$ cat config.mk
export PLATFORM = sky130hd
export DESIGN_NAME = selective_repeat_sender_window_top_flat
export DESIGN_NICKNAME = d
export VERILOG_FILES = /design/src/srsw_pkg.sv /design/src/srsw_req_if.sv /design/src/srsw_rsp_if.sv /design/src/selective_repeat_sender_window_top.sv /design/src/srsw_ctrl.sv /design/src/srsw_dp.sv /design/src/flat_wrapper.sv
export SDC_FILE = /design/constraint.sdc
export NUM_CORES = 1
export LEC_CHECK = 0
export ABC_AREA = 1
export BUFFER_PORTS_ARGS = -buffer_cell sky130_fd_sc_hd__buf_4
export CAP_MARGIN = 20
export CORE_MARGIN = 8
export CORE_UTILIZATION = 50
export CTS_CLUSTER_DIAMETER = 40
export CTS_CLUSTER_SIZE = 20
export DETAILED_ROUTE_END_ITERATION = 12
export PLACE_DENSITY = 0.71
export REMOVE_ABC_BUFFERS = 1
export SETUP_SLACK_MARGIN = 0.1
export SLEW_MARGIN = 20
export SYNTH_ARGS = -nofsm -noshare
export SYNTH_HDL_FRONTEND = slang
export SYNTH_SLANG_ARGS = --single-unit
$ cat constraint.sdc
create_clock -name clock -period 7.9 [get_ports clock]
set_input_delay 0.79 -clock clock [delete_from_list [all_inputs] [get_ports clock]]
set_output_delay 0.79 -clock clock [all_outputs]
set_load 0.05 [all_outputs]
$ cat src/srsw_pkg.sv
// Package for the selective-repeat sender window: field widths, command and
// result codes, the controller/datapath handshake structs and slot helpers.
// No dependencies.
`default_nettype none

package srsw_pkg;

   localparam int WINDOW_SIZE  = 8;
   localparam int SLOT_W       = (WINDOW_SIZE > 1) ? $clog2(WINDOW_SIZE) : 1;
   localparam int SEQ_W        = 32;
   localparam int CMD_W        = 2;
   localparam int KIND_W       = 3;
   localparam int SLOT_FIELD_W = 5;
   localparam int TIMER_W      = 2;
   localparam int COUNT_W      = 8;
   localparam logic [COUNT_W-1:0] MAX_TIMEOUTS_RESET = COUNT_W'(3);

   typedef logic [SLOT_W-1:0] slot_type;
   typedef logic [SEQ_W-1:0]  seq_type;

   typedef enum logic [CMD_W-1:0] {
      CMD_SEND    = 2'd0,
      CMD_ACK     = 2'd1,
      CMD_TIMEOUT = 2'd2,
      CMD_NONE    = 2'd3
   } cmd_type;

   typedef enum logic [KIND_W-1:0] {
      KIND_SENT      = 3'd0,
      KIND_FULL      = 3'd1,
      KIND_ACK       = 3'd2,
      KIND_RESTART   = 3'd3,
      KIND_RETRANSMIT = 3'd4,
      KIND_GAVE_UP   = 3'd5,
      KIND_CLOSED    = 3'd6
   } kind_type;

   typedef enum logic [TIMER_W-1:0] {
      TMR_NONE  = 2'd0,
      TMR_START = 2'd1,
      TMR_STOP  = 2'd2
   } timer_type;

   // Datapath operations issued by the controller
   typedef enum logic [3:0] {
      OP_NONE,
      OP_STAGE_CLOSED,
      OP_SEND,
      OP_ACK_MARK,
      OP_ADV_START,
      OP_ADV_STEP,
      OP_ADV_DONE,
      OP_TIMEOUT,
      OP_RTX_SKIP,
      OP_RTX_STAGE
   } op_type;

   typedef struct packed {
      logic   capture;  // latch the accepted request
      op_type op;
      logic   emit;     // load the staged result into the output register
      logic   last;
   } ctrl_type;

   typedef struct packed {
      cmd_type cmd;
      logic    closed;
      logic    base_hit;   // ack equals base of a non-empty window
      logic    give_up;    // this timeout exceeds the limit
      logic    scan_end;   // scan pointer reached next_seq
      logic    scan_acked; // slot under the scan pointer is acknowledged
      logic    out_free;   // output register can take a result
   } stat_type;

   // Advance a slot index with wrap at the window size
   function automatic slot_type slot_inc(slot_type s);
      slot_type r;
      if (s == SLOT_W'(WINDOW_SIZE - 1)) r = '0;
      else                                r = s + SLOT_W'(1);
      return r;
   endfunction

   // Slot of a sequence number lying off slots ahead of a base slot
   function automatic slot_type slot_add(slot_type s, slot_type off);
      logic [SLOT_W:0] sum;
      sum = {1'b0, s} + {1'b0, off};
      if (sum >= (SLOT_W + 1)'(WINDOW_SIZE)) sum = sum - (SLOT_W + 1)'(WINDOW_SIZE);
      return sum[SLOT_W-1:0];
   endfunction

endpackage

`default_nettype wire

$ cat src/srsw_req_if.sv
// Request channel of the sender window: valid/ready with command payload.
// Depends on srsw_pkg.
`default_nettype none

interface srsw_req_if;
   logic                        valid;
   logic                        ready;
   logic [srsw_pkg::CMD_W-1:0]  command;
   logic [srsw_pkg::SEQ_W-1:0]  ack_seq;

   modport source (output valid, output command, output ack_seq, input ready);
   modport sink   (input valid, input command, input ack_seq, output ready);
endinterface

`default_nettype wire

$ cat src/srsw_rsp_if.sv
// Response channel of the sender window: valid/ready with result payload.
// Depends on srsw_pkg.
`default_nettype none

interface srsw_rsp_if;
   logic                              valid;
   logic                              ready;
   logic [srsw_pkg::KIND_W-1:0]       kind;
   logic [srsw_pkg::SEQ_W-1:0]        seq;
   logic [srsw_pkg::SLOT_FIELD_W-1:0] slot;
   logic [srsw_pkg::TIMER_W-1:0]      timer_action;
   logic [srsw_pkg::SEQ_W-1:0]        window_base;
   logic                              last;

   modport source (output valid, output kind, output seq, output slot,
                   output timer_action, output window_base, output last, input ready);
   modport sink   (input valid, input kind, input seq, input slot,
                   input timer_action, input window_base, input last, output ready);
endinterface

`default_nettype wire

$ cat src/selective_repeat_sender_window_top.sv
// Top level of the selective-repeat sender window: controller plus datapath.
// Depends on srsw_pkg, srsw_req_if, srsw_rsp_if, srsw_ctrl and srsw_dp.
//
//   channel   | direction | handshake          | payload
//   ----------+-----------+--------------------+--------------------------------
//   req_chan  | in        | valid/ready        | command, ack_seq
//   rsp_chan  | out       | valid/ready        | kind, seq, slot, timer_action,
//             |           |                    | window_base, last
//   csr_*     | in        | csr_wr_en          | csr_wr_data (max_timeouts)
//
// Sequence: a send, a plain ack, a give-up or a closed-state command passes through
// accept, execute and emit; an unused command is accepted and executed and yields
// nothing. An ack of the base then walks the base past each acknowledged slot in
// turn. A timeout that retransmits then scans every slot in the window from the
// base, with the single scan pointer over the slot bits.
// Reset is synchronous; no clearing pass is needed. The output register frees
// the request side, so the next transaction is accepted while a result waits; a
// stalled result channel holds the controller in its retransmit or emit step.
`default_nettype none

module selective_repeat_sender_window_top (
   input  logic                                clock,
   input  logic                                reset,
   srsw_req_if.sink                            req_chan,
   srsw_rsp_if.source                          rsp_chan,
   input  logic                                csr_wr_en,
   input  logic [srsw_pkg::COUNT_W-1:0]        csr_wr_data
);
   import srsw_pkg::*;

   ctrl_type ctrl;
   stat_type stat;

   // Controller: one transaction at a time, walks scans slot by slot
   srsw_ctrl u_ctrl (
      .clock     (clock),
      .reset     (reset),
      .req_valid (req_chan.valid),
      .req_ready (req_chan.ready),
      .stat      (stat),
      .ctrl      (ctrl)
   );

   // Datapath: window state, slot bits and the result register
   srsw_dp u_dp (
      .clock            (clock),
      .reset            (reset),
      .ctrl             (ctrl),
      .stat             (stat),
      .req_command      (req_chan.command),
      .req_ack_seq      (req_chan.ack_seq),
      .csr_wr_en        (csr_wr_en),
      .csr_wr_data      (csr_wr_data),
      .rsp_ready        (rsp_chan.ready),
      .rsp_valid        (rsp_chan.valid),
      .rsp_kind         (rsp_chan.kind),
      .rsp_seq          (rsp_chan.seq),
      .rsp_slot         (rsp_chan.slot),
      .rsp_timer_action (rsp_chan.timer_action),
      .rsp_window_base  (rsp_chan.window_base),
      .rsp_last         (rsp_chan.last)
   );

endmodule

`default_nettype wire

$ cat src/srsw_ctrl.sv
// Controller state machine of the sender window: sequences each command
// through the datapath. Depends on srsw_pkg.
`default_nettype none

module srsw_ctrl (
   input  logic               clock,
   input  logic               reset,
   input  logic               req_valid,
   output logic               req_ready,
   input  srsw_pkg::stat_type stat,
   output srsw_pkg::ctrl_type ctrl
);
   import srsw_pkg::*;

   typedef enum logic [2:0] {
      ST_IDLE,
      ST_EXEC,
      ST_ADV,
      ST_RTX,
      ST_EMIT
   } state_type;

   state_type state_ff, state_in;

   assign req_ready = (state_ff == ST_IDLE);

   always_comb begin
      state_in     = state_ff;
      ctrl.capture = 1'b0;
      ctrl.op      = OP_NONE;
      ctrl.emit    = 1'b0;
      ctrl.last    = 1'b0;
      unique case (state_ff)
         ST_IDLE: begin
            if (req_valid) begin
               ctrl.capture = 1'b1;
               state_in     = ST_EXEC;
            end
         end
         ST_EXEC: begin
            if (stat.cmd == CMD_NONE) begin
               state_in = ST_IDLE;
            end else if (stat.closed) begin
               ctrl.op  = OP_STAGE_CLOSED;
               state_in = ST_EMIT;
            end else begin
               unique case (stat.cmd)
                  CMD_SEND: begin
                     ctrl.op  = OP_SEND;
                     state_in = ST_EMIT;
                  end
                  CMD_ACK: begin
                     if (stat.base_hit) begin
                        ctrl.op  = OP_ADV_START;
                        state_in = ST_ADV;
                     end else begin
                        ctrl.op  = OP_ACK_MARK;
                        state_in = ST_EMIT;
                     end
                  end
                  CMD_TIMEOUT: begin
                     ctrl.op  = OP_TIMEOUT;
                     state_in = stat.give_up ? ST_EMIT : ST_RTX;
                  end
                  default: state_in = ST_IDLE;
               endcase
            end
         end
         ST_ADV: begin
            // Slide past acknowledged slots, then commit the new base
            if (!stat.scan_end && stat.scan_acked) begin
               ctrl.op = OP_ADV_STEP;
            end else begin
               ctrl.op  = OP_ADV_DONE;
               state_in = ST_EMIT;
            end
         end
         ST_RTX: begin
            // Release the staged result once the next one is found
            if (stat.scan_end) begin
               state_in = ST_EMIT;
            end else if (stat.scan_acked) begin
               ctrl.op = OP_RTX_SKIP;
            end else if (stat.out_free) begin
               ctrl.emit = 1'b1;
               ctrl.op   = OP_RTX_STAGE;
            end
         end
         ST_EMIT: begin
            if (stat.out_free) begin
               ctrl.emit = 1'b1;
               ctrl.last = 1'b1;
               state_in  = ST_IDLE;
            end
         end
         default: state_in = ST_IDLE;
      endcase
   end

   always_ff @(posedge clock) begin
      if (reset) state_ff <= ST_IDLE;
      else       state_ff <= state_in;
   end

endmodule

`default_nettype wire

$ cat src/srsw_dp.sv
// Datapath of the sender window: sequence and slot registers, acknowledged
// bits, timeout count, scan pointer and the output register. Depends on srsw_pkg.
`default_nettype none

module srsw_dp (
   input  logic                               clock,
   input  logic                               reset,
   input  srsw_pkg::ctrl_type                 ctrl,
   output srsw_pkg::stat_type                 stat,
   input  logic [srsw_pkg::CMD_W-1:0]         req_command,
   input  logic [srsw_pkg::SEQ_W-1:0]         req_ack_seq,
   input  logic                               csr_wr_en,
   input  logic [srsw_pkg::COUNT_W-1:0]       csr_wr_data,
   input  logic                               rsp_ready,
   output logic                               rsp_valid,
   output logic [srsw_pkg::KIND_W-1:0]        rsp_kind,
   output logic [srsw_pkg::SEQ_W-1:0]         rsp_seq,
   output logic [srsw_pkg::SLOT_FIELD_W-1:0]  rsp_slot,
   output logic [srsw_pkg::TIMER_W-1:0]       rsp_timer_action,
   output logic [srsw_pkg::SEQ_W-1:0]         rsp_window_base,
   output logic                               rsp_last
);
   import srsw_pkg::*;

   // Control state
   seq_type                 base_ff, base_in, next_ff, next_in;
   slot_type                base_slot_ff, base_slot_in, next_slot_ff, next_slot_in;
   logic [COUNT_W-1:0]      tcount_ff, tcount_in, max_to_ff, max_to_in;
   logic                    closed_ff, closed_in, out_valid_ff, out_valid_in;
   // Payload state
   cmd_type                 cmd_ff, cmd_in;
   seq_type                 ack_ff, ack_in, ptr_ff, ptr_in;
   slot_type                ptr_slot_ff, ptr_slot_in;
   logic [WINDOW_SIZE-1:0]  acked_ff, acked_in;
   kind_type                stage_kind_ff, stage_kind_in;
   seq_type                 stage_seq_ff, stage_seq_in;
   slot_type                stage_slot_ff, stage_slot_in;
   timer_type               stage_timer_ff, stage_timer_in;
   kind_type                out_kind_ff, out_kind_in;
   seq_type                 out_seq_ff, out_seq_in, out_base_ff, out_base_in;
   slot_type                out_slot_ff, out_slot_in;
   timer_type               out_timer_ff, out_timer_in;
   logic                    out_last_ff, out_last_in;

   seq_type                 used, ack_diff;
   logic                    full, in_window;
   slot_type                mark_slot;
   logic [COUNT_W-1:0]      tcount_inc;

   assign used       = next_ff - base_ff;
   assign full       = (used >= SEQ_W'(WINDOW_SIZE));
   assign ack_diff   = ack_ff - base_ff;
   assign in_window  = (ack_diff != '0) && (ack_diff < used);
   assign mark_slot  = slot_add(base_slot_ff, ack_diff[SLOT_W-1:0]);
   assign tcount_inc = (tcount_ff == '1) ? tcount_ff : tcount_ff + COUNT_W'(1);

   assign stat.cmd        = cmd_ff;
   assign stat.closed     = closed_ff;
   assign stat.base_hit   = (ack_ff == base_ff) && (used != '0);
   assign stat.give_up    = (tcount_inc > max_to_ff);
   assign stat.scan_end   = (ptr_ff == next_ff);
   assign stat.scan_acked = acked_ff[ptr_slot_ff];
   assign stat.out_free   = !out_valid_ff || rsp_ready;

   always_comb begin
      base_in        = base_ff;
      next_in        = next_ff;
      base_slot_in   = base_slot_ff;
      next_slot_in   = next_slot_ff;
      tcount_in      = tcount_ff;
      max_to_in      = max_to_ff;
      closed_in      = closed_ff;
      cmd_in         = cmd_ff;
      ack_in         = ack_ff;
      ptr_in         = ptr_ff;
      ptr_slot_in    = ptr_slot_ff;
      acked_in       = acked_ff;
      stage_kind_in  = stage_kind_ff;
      stage_seq_in   = stage_seq_ff;
      stage_slot_in  = stage_slot_ff;
      stage_timer_in = stage_timer_ff;
      out_kind_in    = out_kind_ff;
      out_seq_in     = out_seq_ff;
      out_slot_in    = out_slot_ff;
      out_timer_in   = out_timer_ff;
      out_base_in    = out_base_ff;
      out_last_in    = out_last_ff;
      out_valid_in   = out_valid_ff;

      if (ctrl.capture) begin
         cmd_in = cmd_type'(req_command);
         ack_in = req_ack_seq;
      end
      if (csr_wr_en) max_to_in = csr_wr_data;

      case (ctrl.op)
         OP_STAGE_CLOSED: begin
            stage_kind_in  = KIND_CLOSED;
            stage_seq_in   = '0;
            stage_slot_in  = '0;
            stage_timer_in = TMR_NONE;
         end
         OP_SEND: begin
            if (!full) begin
               acked_in[next_slot_ff] = 1'b0;
               next_in        = next_ff + SEQ_W'(1);
               next_slot_in   = slot_inc(next_slot_ff);
               stage_kind_in  = KIND_SENT;
               stage_seq_in   = next_ff;
               stage_slot_in  = next_slot_ff;
               stage_timer_in = (used == '0) ? TMR_START : TMR_NONE;
            end else begin
               stage_kind_in  = KIND_FULL;
               stage_seq_in   = '0;
               stage_slot_in  = '0;
               stage_timer_in = TMR_NONE;
            end
         end
         OP_ACK_MARK: begin
            if (in_window) acked_in[mark_slot] = 1'b1;
            stage_kind_in  = KIND_ACK;
            stage_seq_in   = '0;
            stage_slot_in  = '0;
            stage_timer_in = TMR_NONE;
         end
         OP_ADV_START: begin
            ptr_in      = base_ff + SEQ_W'(1);
            ptr_slot_in = slot_inc(base_slot_ff);
         end
         OP_ADV_STEP, OP_RTX_SKIP: begin
            ptr_in      = ptr_ff + SEQ_W'(1);
            ptr_slot_in = slot_inc(ptr_slot_ff);
         end
         OP_ADV_DONE: begin
            base_in        = ptr_ff;
            base_slot_in   = ptr_slot_ff;
            stage_kind_in  = KIND_ACK;
            stage_seq_in   = '0;
            stage_slot_in  = '0;
            stage_timer_in = (ptr_ff == next_ff) ? TMR_STOP : TMR_START;
         end
         OP_TIMEOUT: begin
            tcount_in      = tcount_inc;
            stage_seq_in   = '0;
            stage_slot_in  = '0;
            ptr_in         = base_ff;
            ptr_slot_in    = base_slot_ff;
            if (stat.give_up) begin
               closed_in      = 1'b1;
               stage_kind_in  = KIND_GAVE_UP;
               stage_timer_in = TMR_STOP;
            end else begin
               stage_kind_in  = KIND_RESTART;
               stage_timer_in = TMR_START;
            end
         end
         OP_RTX_STAGE: begin
            stage_kind_in  = KIND_RETRANSMIT;
            stage_seq_in   = ptr_ff;
            stage_slot_in  = ptr_slot_ff;
            stage_timer_in = TMR_NONE;
            ptr_in         = ptr_ff + SEQ_W'(1);
            ptr_slot_in    = slot_inc(ptr_slot_ff);
         end
         default: ;
      endcase

      // Output register: load on emit, drop when taken
      if (ctrl.emit) begin
         out_kind_in  = stage_kind_ff;
         out_seq_in   = stage_seq_ff;
         out_slot_in  = stage_slot_ff;
         out_timer_in = stage_timer_ff;
         out_base_in  = base_ff;
         out_last_in  = ctrl.last;
         out_valid_in = 1'b1;
      end else if (rsp_ready) begin
         out_valid_in = 1'b0;
      end
   end

   always_ff @(posedge clock) begin
      if (reset) begin
         base_ff      <= '0;
         next_ff      <= '0;
         base_slot_ff <= '0;
         next_slot_ff <= '0;
         tcount_ff    <= '0;
         max_to_ff    <= MAX_TIMEOUTS_RESET;
         closed_ff    <= 1'b0;
         out_valid_ff <= 1'b0;
      end else begin
         base_ff      <= base_in;
         next_ff      <= next_in;
         base_slot_ff <= base_slot_in;
         next_slot_ff <= next_slot_in;
         tcount_ff    <= tcount_in;
         max_to_ff    <= max_to_in;
         closed_ff    <= closed_in;
         out_valid_ff <= out_valid_in;
      end
   end

   always_ff @(posedge clock) begin
      cmd_ff         <= cmd_in;
      ack_ff         <= ack_in;
      ptr_ff         <= ptr_in;
      ptr_slot_ff    <= ptr_slot_in;
      acked_ff       <= acked_in;
      stage_kind_ff  <= stage_kind_in;
      stage_seq_ff   <= stage_seq_in;
      stage_slot_ff  <= stage_slot_in;
      stage_timer_ff <= stage_timer_in;
      out_kind_ff    <= out_kind_in;
      out_seq_ff     <= out_seq_in;
      out_slot_ff    <= out_slot_in;
      out_timer_ff   <= out_timer_in;
      out_base_ff    <= out_base_in;
      out_last_ff    <= out_last_in;
   end

   assign rsp_valid        = out_valid_ff;
   assign rsp_kind         = out_kind_ff;
   assign rsp_seq          = out_seq_ff;
   assign rsp_slot         = SLOT_FIELD_W'(out_slot_ff);
   assign rsp_timer_action = out_timer_ff;
   assign rsp_window_base  = out_base_ff;
   assign rsp_last         = out_last_ff;

endmodule

`default_nettype wire

$ cat src/flat_wrapper.sv
// flat-port wrapper written by rule: the top's interface ports become plain ports
module selective_repeat_sender_window_top_flat import srsw_pkg::*;
  (clock, reset, csr_wr_en, csr_wr_data, req_chan_valid, req_chan_command, req_chan_ack_seq, req_chan_ready, rsp_chan_valid, rsp_chan_kind, rsp_chan_seq, rsp_chan_slot, rsp_chan_timer_action, rsp_chan_window_base, rsp_chan_last, rsp_chan_ready);
  srsw_req_if req_chan_i ();
  srsw_rsp_if rsp_chan_i ();
  input  logic clock;
  input  logic reset;
  input  logic csr_wr_en;
  input  logic [srsw_pkg::COUNT_W-1:0] csr_wr_data;
  input wire logic [$bits(req_chan_i.valid)-1:0] req_chan_valid;
  input wire logic [$bits(req_chan_i.command)-1:0] req_chan_command;
  input wire logic [$bits(req_chan_i.ack_seq)-1:0] req_chan_ack_seq;
  output wire logic [$bits(req_chan_i.ready)-1:0] req_chan_ready;
  output wire logic [$bits(rsp_chan_i.valid)-1:0] rsp_chan_valid;
  output wire logic [$bits(rsp_chan_i.kind)-1:0] rsp_chan_kind;
  output wire logic [$bits(rsp_chan_i.seq)-1:0] rsp_chan_seq;
  output wire logic [$bits(rsp_chan_i.slot)-1:0] rsp_chan_slot;
  output wire logic [$bits(rsp_chan_i.timer_action)-1:0] rsp_chan_timer_action;
  output wire logic [$bits(rsp_chan_i.window_base)-1:0] rsp_chan_window_base;
  output wire logic [$bits(rsp_chan_i.last)-1:0] rsp_chan_last;
  input wire logic [$bits(rsp_chan_i.ready)-1:0] rsp_chan_ready;
  assign req_chan_i.valid = req_chan_valid;
  assign req_chan_i.command = req_chan_command;
  assign req_chan_i.ack_seq = req_chan_ack_seq;
  assign req_chan_ready = req_chan_i.ready;
  assign rsp_chan_valid = rsp_chan_i.valid;
  assign rsp_chan_kind = rsp_chan_i.kind;
  assign rsp_chan_seq = rsp_chan_i.seq;
  assign rsp_chan_slot = rsp_chan_i.slot;
  assign rsp_chan_timer_action = rsp_chan_i.timer_action;
  assign rsp_chan_window_base = rsp_chan_i.window_base;
  assign rsp_chan_last = rsp_chan_i.last;
  assign rsp_chan_i.ready = rsp_chan_ready;
  selective_repeat_sender_window_top u_core (.clock(clock), .reset(reset), .req_chan(req_chan_i), .rsp_chan(rsp_chan_i), .csr_wr_en(csr_wr_en), .csr_wr_data(csr_wr_data));
endmodule
After elaboration in Yosys (flattened, before gate mapping)
Index checks and enable logic that the tools add are counted.
{"block": "op_classes", "n_eq_ne": 28, "magnitude_cmp": 9, "bitwise": 4, "n_reduce_logical": 27, "n_addsub": 11, "mux": 54}
{"op": "$pmux W32 S3", "count": 2}
{"op": "$add A32 B1 Y32 const B", "count": 3}
{"op": "$eq A32 B32 Y1", "count": 2}
{"op": "$reduce_bool A32 Y1", "count": 2}
{"op": "$sub A32 B32 Y32", "count": 2}
{"op": "$mux W3", "count": 17}
{"op": "$pmux W3 S3", "count": 4}
{"op": "$ge A32 B4 Y1 const B", "count": 1}
{"op": "$logic_not A32 Y1", "count": 1}
{"op": "$lt A32 B32 Y1", "count": 1}
{"op": "$mux W32", "count": 1}
{"op": "$pmux W3 S5", "count": 2}
{"op": "$mux W8", "count": 3}
{"op": "$eq A4 B3 Y1 const B", "count": 4}
{"op": "$pmux W8 S2", "count": 1}
{"op": "$eq A3 B3 Y1 const B", "count": 4}
{"op": "$lt A3 B4 Y1 const B", "count": 3}
{"op": "$pmux W4 S3", "count": 1}
{"op": "$mux W1", "count": 11}
{"op": "$mux W5", "count": 2}
{"op": "$ne A2 B2 Y1 const B", "count": 5}
{"op": "$add A3 B1 Y3 const B", "count": 3}
{"op": "$add A8 B1 Y8 const B", "count": 1}
{"op": "$and A8 B8 Y8", "count": 1}
{"op": "other kinds (38)", "count": 56}
{"block": "word_totals", "input_bits": 47, "output_inout_bits": 77, "wordCells": 157, "ff_bits": 281}

Longest topological paths before layout
{"block": "logic_depth", "ltp_word": 11, "mapped_depth": 38, "depth_no_buf": 37}

By module
A second synthesis with hierarchy kept.
{"block": "hier_totals", "cells_unflattened": 2621, "area_unflattened_um2": 19168.4}
{"mod": "srsw_dp", "cells_per_inst": 2556, "area_per_inst_um2": 18818.0, "seq_area_each_um2": 7467.2, "instances": 1}
{"mod": "srsw_ctrl", "cells_per_inst": 65, "area_per_inst_um2": 350.3, "seq_area_each_um2": 60.1, "instances": 1}

Worst setup path after synthesis
Ideal clock, no wire load.
{"block": "synth_path", "path_type": "input to register", "from": "input rsp_chan_ready", "to": "register u_core.u_dp.out_slot_ff[0] (enable)", "arrival_time_ns": 6.040, "setup_time_ns": 0.607, "path_slack_ns": 1.253, "n_path_buf": 0, "cell_stages": 2, "required_time_ns": 7.293, "path_cell_list": "nor2_1 o21ai_0"}
{"item": "start: declaration", "line_no": "flat_wrapper.sv:21", "rtl": "input wire logic [$bits(rsp_chan_i.ready)-1:0] rsp_chan_ready;"}
{"item": "end signal: assignment", "line_no": "srsw_dp.sv:216", "rtl": "out_slot_ff <= out_slot_in;"}
{"item": "end: declaration", "line_no": "srsw_dp.sv:41", "rtl": "slot_type out_slot_ff, out_slot_in;"}

Worst setup path after layout
{"block": "layout_path", "from": "register u_core.u_dp.base_ff[23]", "to": "register u_core.u_dp.ptr_ff[30], data pin"}
{"block": "layout_via", "elab_chain_len": 11, "elab_cells_between_ends": 17}
{"item": "start: declaration", "line_no": "srsw_dp.sv:26", "rtl": "seq_type base_ff, base_in, next_ff, next_in;"}
{"item": "start signal: assignment", "line_no": "srsw_dp.sv:193", "rtl": "base_ff <= base_in;"}
{"item": "$sub A32 B32 Y32", "line_no": "srsw_dp.sv:50", "rtl": "assign used = next_ff - base_ff;"}
{"item": "$reduce_bool A32 Y1", "line_no": "srsw_dp.sv:59", "rtl": "assign stat.base_hit = (ack_ff == base_ff) && (used != '0);"}
{"item": "$logic_and A1 B1 Y1", "line_no": "srsw_dp.sv:59"}
{"item": "$mux W3", "line_no": "srsw_ctrl.sv:53", "rtl": "if (stat.base_hit) begin"}
{"item": "$pmux W3 S3", "line_no": "srsw_ctrl.sv:47", "rtl": "unique case (stat.cmd)"}
{"item": "$mux W3", "line_no": "srsw_ctrl.sv:43", "rtl": "end else if (stat.closed) begin"}
{"item": "$mux W3", "line_no": "srsw_ctrl.sv:41", "rtl": "if (stat.cmd == CMD_NONE) begin"}
{"item": "$pmux W4 S3", "line_no": "srsw_ctrl.sv:33", "rtl": "unique case (state_ff)"}
{"item": "$eq A4 B4 Y1 or $eq A4 B3 Y1 (tied branches)", "line_no": "srsw_dp.sv:96", "rtl": "case (ctrl.op)"}
{"item": "$reduce_or A3 Y1 (no source line)"}
{"item": "$pmux W32 S3 (*)", "line_no": "srsw_dp.sv:96"}
{"item": "via u_core.u_dp.ptr_in[30]", "line_no": "srsw_dp.sv:32", "rtl": "seq_type ack_ff, ack_in, ptr_ff, ptr_in;"}
{"item": "end signal: assignment", "line_no": "srsw_dp.sv:207", "rtl": "ptr_ff <= ptr_in;"}
{"item": "end: declaration", "line_no": "srsw_dp.sv:32"}
The timed path passes the listed nets; every way through them passes the cells marked *.
A chain may end at the register's enable or synchronous reset.

==> metrics <==
io pins=124; vertical die dimension=209 um; remaining routing DRC violations=0; CTS Buf Count=39; arrival time of data at the critical path endpoint=between 6 and 7 ns; via count of the routed design=18,000; total congestion overflow=0; share of async-settable or async-resettable flops after synthesis=0; number of nets at the end of the flow=2,766; critical path start-end classification=reg2reg; internal power component=3.35 mW; switching part of the total power=0.374; Diodes inserted=0; pin count of the biggest net entering global routing=69; worst-path fanout max=37; DR iter-0 viols=1,986; clk sink count=around 280; deepest clock path buffer count=3; Mapped Avg Cell Area=7.50 sq um; gate count of the mapped netlist=between 2,000 and 2,500; DPL Wire Length=53.5 mm; Critical Path Most Common Cell=sky130_fd_sc_hd__nand2_1; H-tree lvl count=2; final critical-path required period=6.14 ns; Yosys reg bits=281; sequential area share after synthesis=0.403; total design power=5.34 mW; total of endpoints with negative setup slack in the final report=0; CTS tree=yes; worst rel slew slack=0.405; number of buffers inserted by hold repair at cts=0; wire length of the first global-routing pass=103 mm; worst-case clock skew=0.0244 ns; period utilization=0.777; Pre-Repair DR Iteration Count=7; final weighted congestion in routability-driven placement=between 1 and 1.5; placed cells=3,037; Layout Area Growth over Synthesis=14.5%; initial standard-cell utilization of the core=0.502; count of buffers inserted at the top-level ports=121; switching power summed over all nets=2.00 mW; WL/cell=22.0 um; final setup TNS=0 ns; Final Hold Violating Endpoints=0; transition at the pin with the smallest max-transition slack=around 0.89 ns; clock-pin transition on the worst setup and hold timing paths=roughly 0.06 ns; Clk Tree Root Cell=sky130_fd_sc_hd__clkbuf_16; class of the most critical hold timing path=in2reg; area of the core=between 30,000 and 40,000 sq um; commonest register cell after synthesis=sky130_fd_sc_hd__edfxtp_1; vias in the first global route=between 15,000 and 20,000; antenna violations before repair=0; standard-cell row count=71; RSZ-0062 raised after global routing=false; power share of the sequential group=0.349; ratio of routed vias to standard cells=5.80; Netlist Area Pre-Place=18,700 sq um; clock latency at the later pin of the worst-skew pair=0.57 ns; Cell Pwr Density=250 nW/um^2; top achievable clock speed=0.163 GHz; nature of the critical path endpoint=flip-flop; Clock Power Share=0.342; total die area=43,800 sq um; post-CTS resize count=0; Max stage delay on crit path=0.64 ns; launching element type of the critical path=flip-flop; Max stage delay cell, worst path=sky130_fd_sc_hd__nand2_2; max cap viols=0; Final Non-Filler Cells=3,109; number of post-CTS setup repair buffers=0; required time worst endpoint=about 8.2 ns; synth warn=0; overall routed net length=68.3 mm; combinational share of power=0.308; GRT Total Usage=0.305; horizontal extent of the die=209 um; share of layout cells above drive strength 1=0.100; max-slew violation total from the final report=0; number of enable-type register cells in the synthesized netlist=190; maximum resistive drop on vdd=243 uV; outcome=finished clean; filler instances=3,496; LEAKAGE=9.27 nW; Distinct cells, synth=58; Final ANT Viol Nets=0
-- final cells by class --
type                       count  area (sq um)  area share
clock inverter                30           348      0.0163
tap                          474           593      0.0277
sequential                   281          7530       0.352
clock buffer                  41          1000      0.0469
timing repair buffer         134          1020      0.0476
inverter                     367          1380      0.0644
multi-input combinational   1782          9540       0.446
-- cells by family after synthesis --
kind of cell	synth area share
AOI/OAI and AO/OA	0.117
DFF	0.403
buffers and inverters	0.0892
xor gates and xnor gates	0.0394
adders and majority gates	0.0775
other	0.000201
and+or+nand+nor	0.274
-- synth_stat cells, types with 12 or more instances --
library cell,count,share of area
sky130_fd_sc_hd__nand2_1,706,0.14
sky130_fd_sc_hd__inv_1,354,0.071
sky130_fd_sc_hd__nor2_1,200,0.040
sky130_fd_sc_hd__edfxtp_1,190,0.31
sky130_fd_sc_hd__a21oi_1,154,0.041
sky130_fd_sc_hd__nand3_1,149,0.040
sky130_fd_sc_hd__o21ai_0,127,0.034
sky130_fd_sc_hd__ha_1,111,0.074
sky130_fd_sc_hd__dfxtp_1,91,0.097
sky130_fd_sc_hd__clkbuf_1,43,0.0086
sky130_fd_sc_hd__xnor2_1,42,0.020
sky130_fd_sc_hd__xor2_1,42,0.020
sky130_fd_sc_hd__nor3_1,36,0.0096
sky130_fd_sc_hd__nand4_1,34,0.011
sky130_fd_sc_hd__o32ai_1,23,0.011
sky130_fd_sc_hd__nor4_1,18,0.0060
sky130_fd_sc_hd__a31oi_1,15,0.0050
sky130_fd_sc_hd__nand2_2,12,0.0040
sky130_fd_sc_hd__nor2_2,12,0.0040
-- worst max-delay path: cells and delay by family (launching register included) --
family	cells	cell delay, ns
simple gates	27	3.96
flops	1	0.51
fa+ha+maj	2	0.68
compound gates	1	0.25
buf+inv	3	0.49
-- power by group through the flow --
stage | Combinational, mW | Sequential (mW) | Clock (mW)
detailed placement | 1.59 | 1.89 | 0
global route | 1.82 | 1.88 | 1.90
global placement | 1.56 | 1.89 | 0
finish | 1.65 | 1.87 | 1.83
CTS | 1.60 | 1.86 | 1.85
floorplan | 1.04 | 1.93 | 0
-- cell usage in the layout, fill, tap and decap left out, types with 5 or more instances in the layout --
cell type,netlist,routed
sky130_fd_sc_hd__nand2_1,706,705
sky130_fd_sc_hd__inv_1,354,354
sky130_fd_sc_hd__nor2_1,200,198
sky130_fd_sc_hd__edfxtp_1,190,190
sky130_fd_sc_hd__a21oi_1,154,154
sky130_fd_sc_hd__nand3_1,149,149
sky130_fd_sc_hd__buf_4,4,133
sky130_fd_sc_hd__o21ai_0,127,126
sky130_fd_sc_hd__ha_1,111,111
sky130_fd_sc_hd__dfxtp_1,91,91
sky130_fd_sc_hd__xnor2_1,42,42
sky130_fd_sc_hd__xor2_1,42,42
sky130_fd_sc_hd__clkbuf_16,0,39
sky130_fd_sc_hd__nor3_1,36,35
sky130_fd_sc_hd__nand4_1,34,34
sky130_fd_sc_hd__o32ai_1,23,23
sky130_fd_sc_hd__nor4_1,18,18
sky130_fd_sc_hd__a31oi_1,15,15
sky130_fd_sc_hd__nor2_2,12,13
sky130_fd_sc_hd__nand2_2,12,13
sky130_fd_sc_hd__inv_2,11,11
sky130_fd_sc_hd__a32o_1,8,8
sky130_fd_sc_hd__inv_6,0,8
sky130_fd_sc_hd__o21a_1,7,7
sky130_fd_sc_hd__a211oi_1,7,7
sky130_fd_sc_hd__inv_8,0,7
sky130_fd_sc_hd__nor2_4,5,6
sky130_fd_sc_hd__a21boi_0,5,5
sky130_fd_sc_hd__nand3_2,5,5
sky130_fd_sc_hd__a21o_1,5,5
sky130_fd_sc_hd__nand3b_1,5,5
sky130_fd_sc_hd__o21ai_1,5,5
sky130_fd_sc_hd__clkinv_4,0,5
-- registers in the layout, summed over array words and instances (netlist names), 8 cells and up --
name,count
u_core.u_dp.ack_ff,32
u_core.u_dp.base_ff,32
u_core.u_dp.next_ff,32
u_core.u_dp.ptr_ff,32
u_core.u_dp.rsp_seq,32
u_core.u_dp.rsp_window_base,32
u_core.u_dp.stage_seq_ff,32
u_core.u_dp.acked_ff,8
u_core.u_dp.max_to_ff,8
u_core.u_dp.tcount_ff,8
-- final timing paths --
kind / from / end / slack, ns / cells past startpoint
worst max register to register: u_core.u_dp.base_ff[23] / u_core.u_dp.ptr_ff[30] / 1.76 / 33
worst min register to register: u_core.u_dp.stage_seq_ff[30] / u_core.u_dp.rsp_seq[30] / 0.41 / 0
worst min-delay path: req_chan_command[1] / u_core.u_dp.cmd_ff[1] / 0.40 / 1
worst max-delay path: u_core.u_dp.base_ff[23] / u_core.u_dp.ptr_ff[30] / 1.76 / 33
-- per-stage QoR --
stage,utilization,hold slack [ns],instance area (sq um),setup WS (ns)
2_1_floorplan,-,0.400,18400,1.25
3_3_place_gp,0.538,0.401,20000,1.80
3_5_place_dp,0.538,0.405,20000,1.97
4_1_cts,0.574,0.383,21400,1.92
5_1_grt,0.575,0.394,21400,1.42
6_report,0.575,0.404,21400,1.76
-- routing by layer --
layer | share of wire | GRT usage | wire length, um
met1 | 0.44 | 0.434 | 29800
met2 | 0.40 | 0.434 | 27500
met3 | 0.11 | 0.0698 | 7760
met4 | 0.048 | 0.137 | 3270
met5 | 0 | 0 | 0
Note: power is estimated with default switching activity, not from simulation.
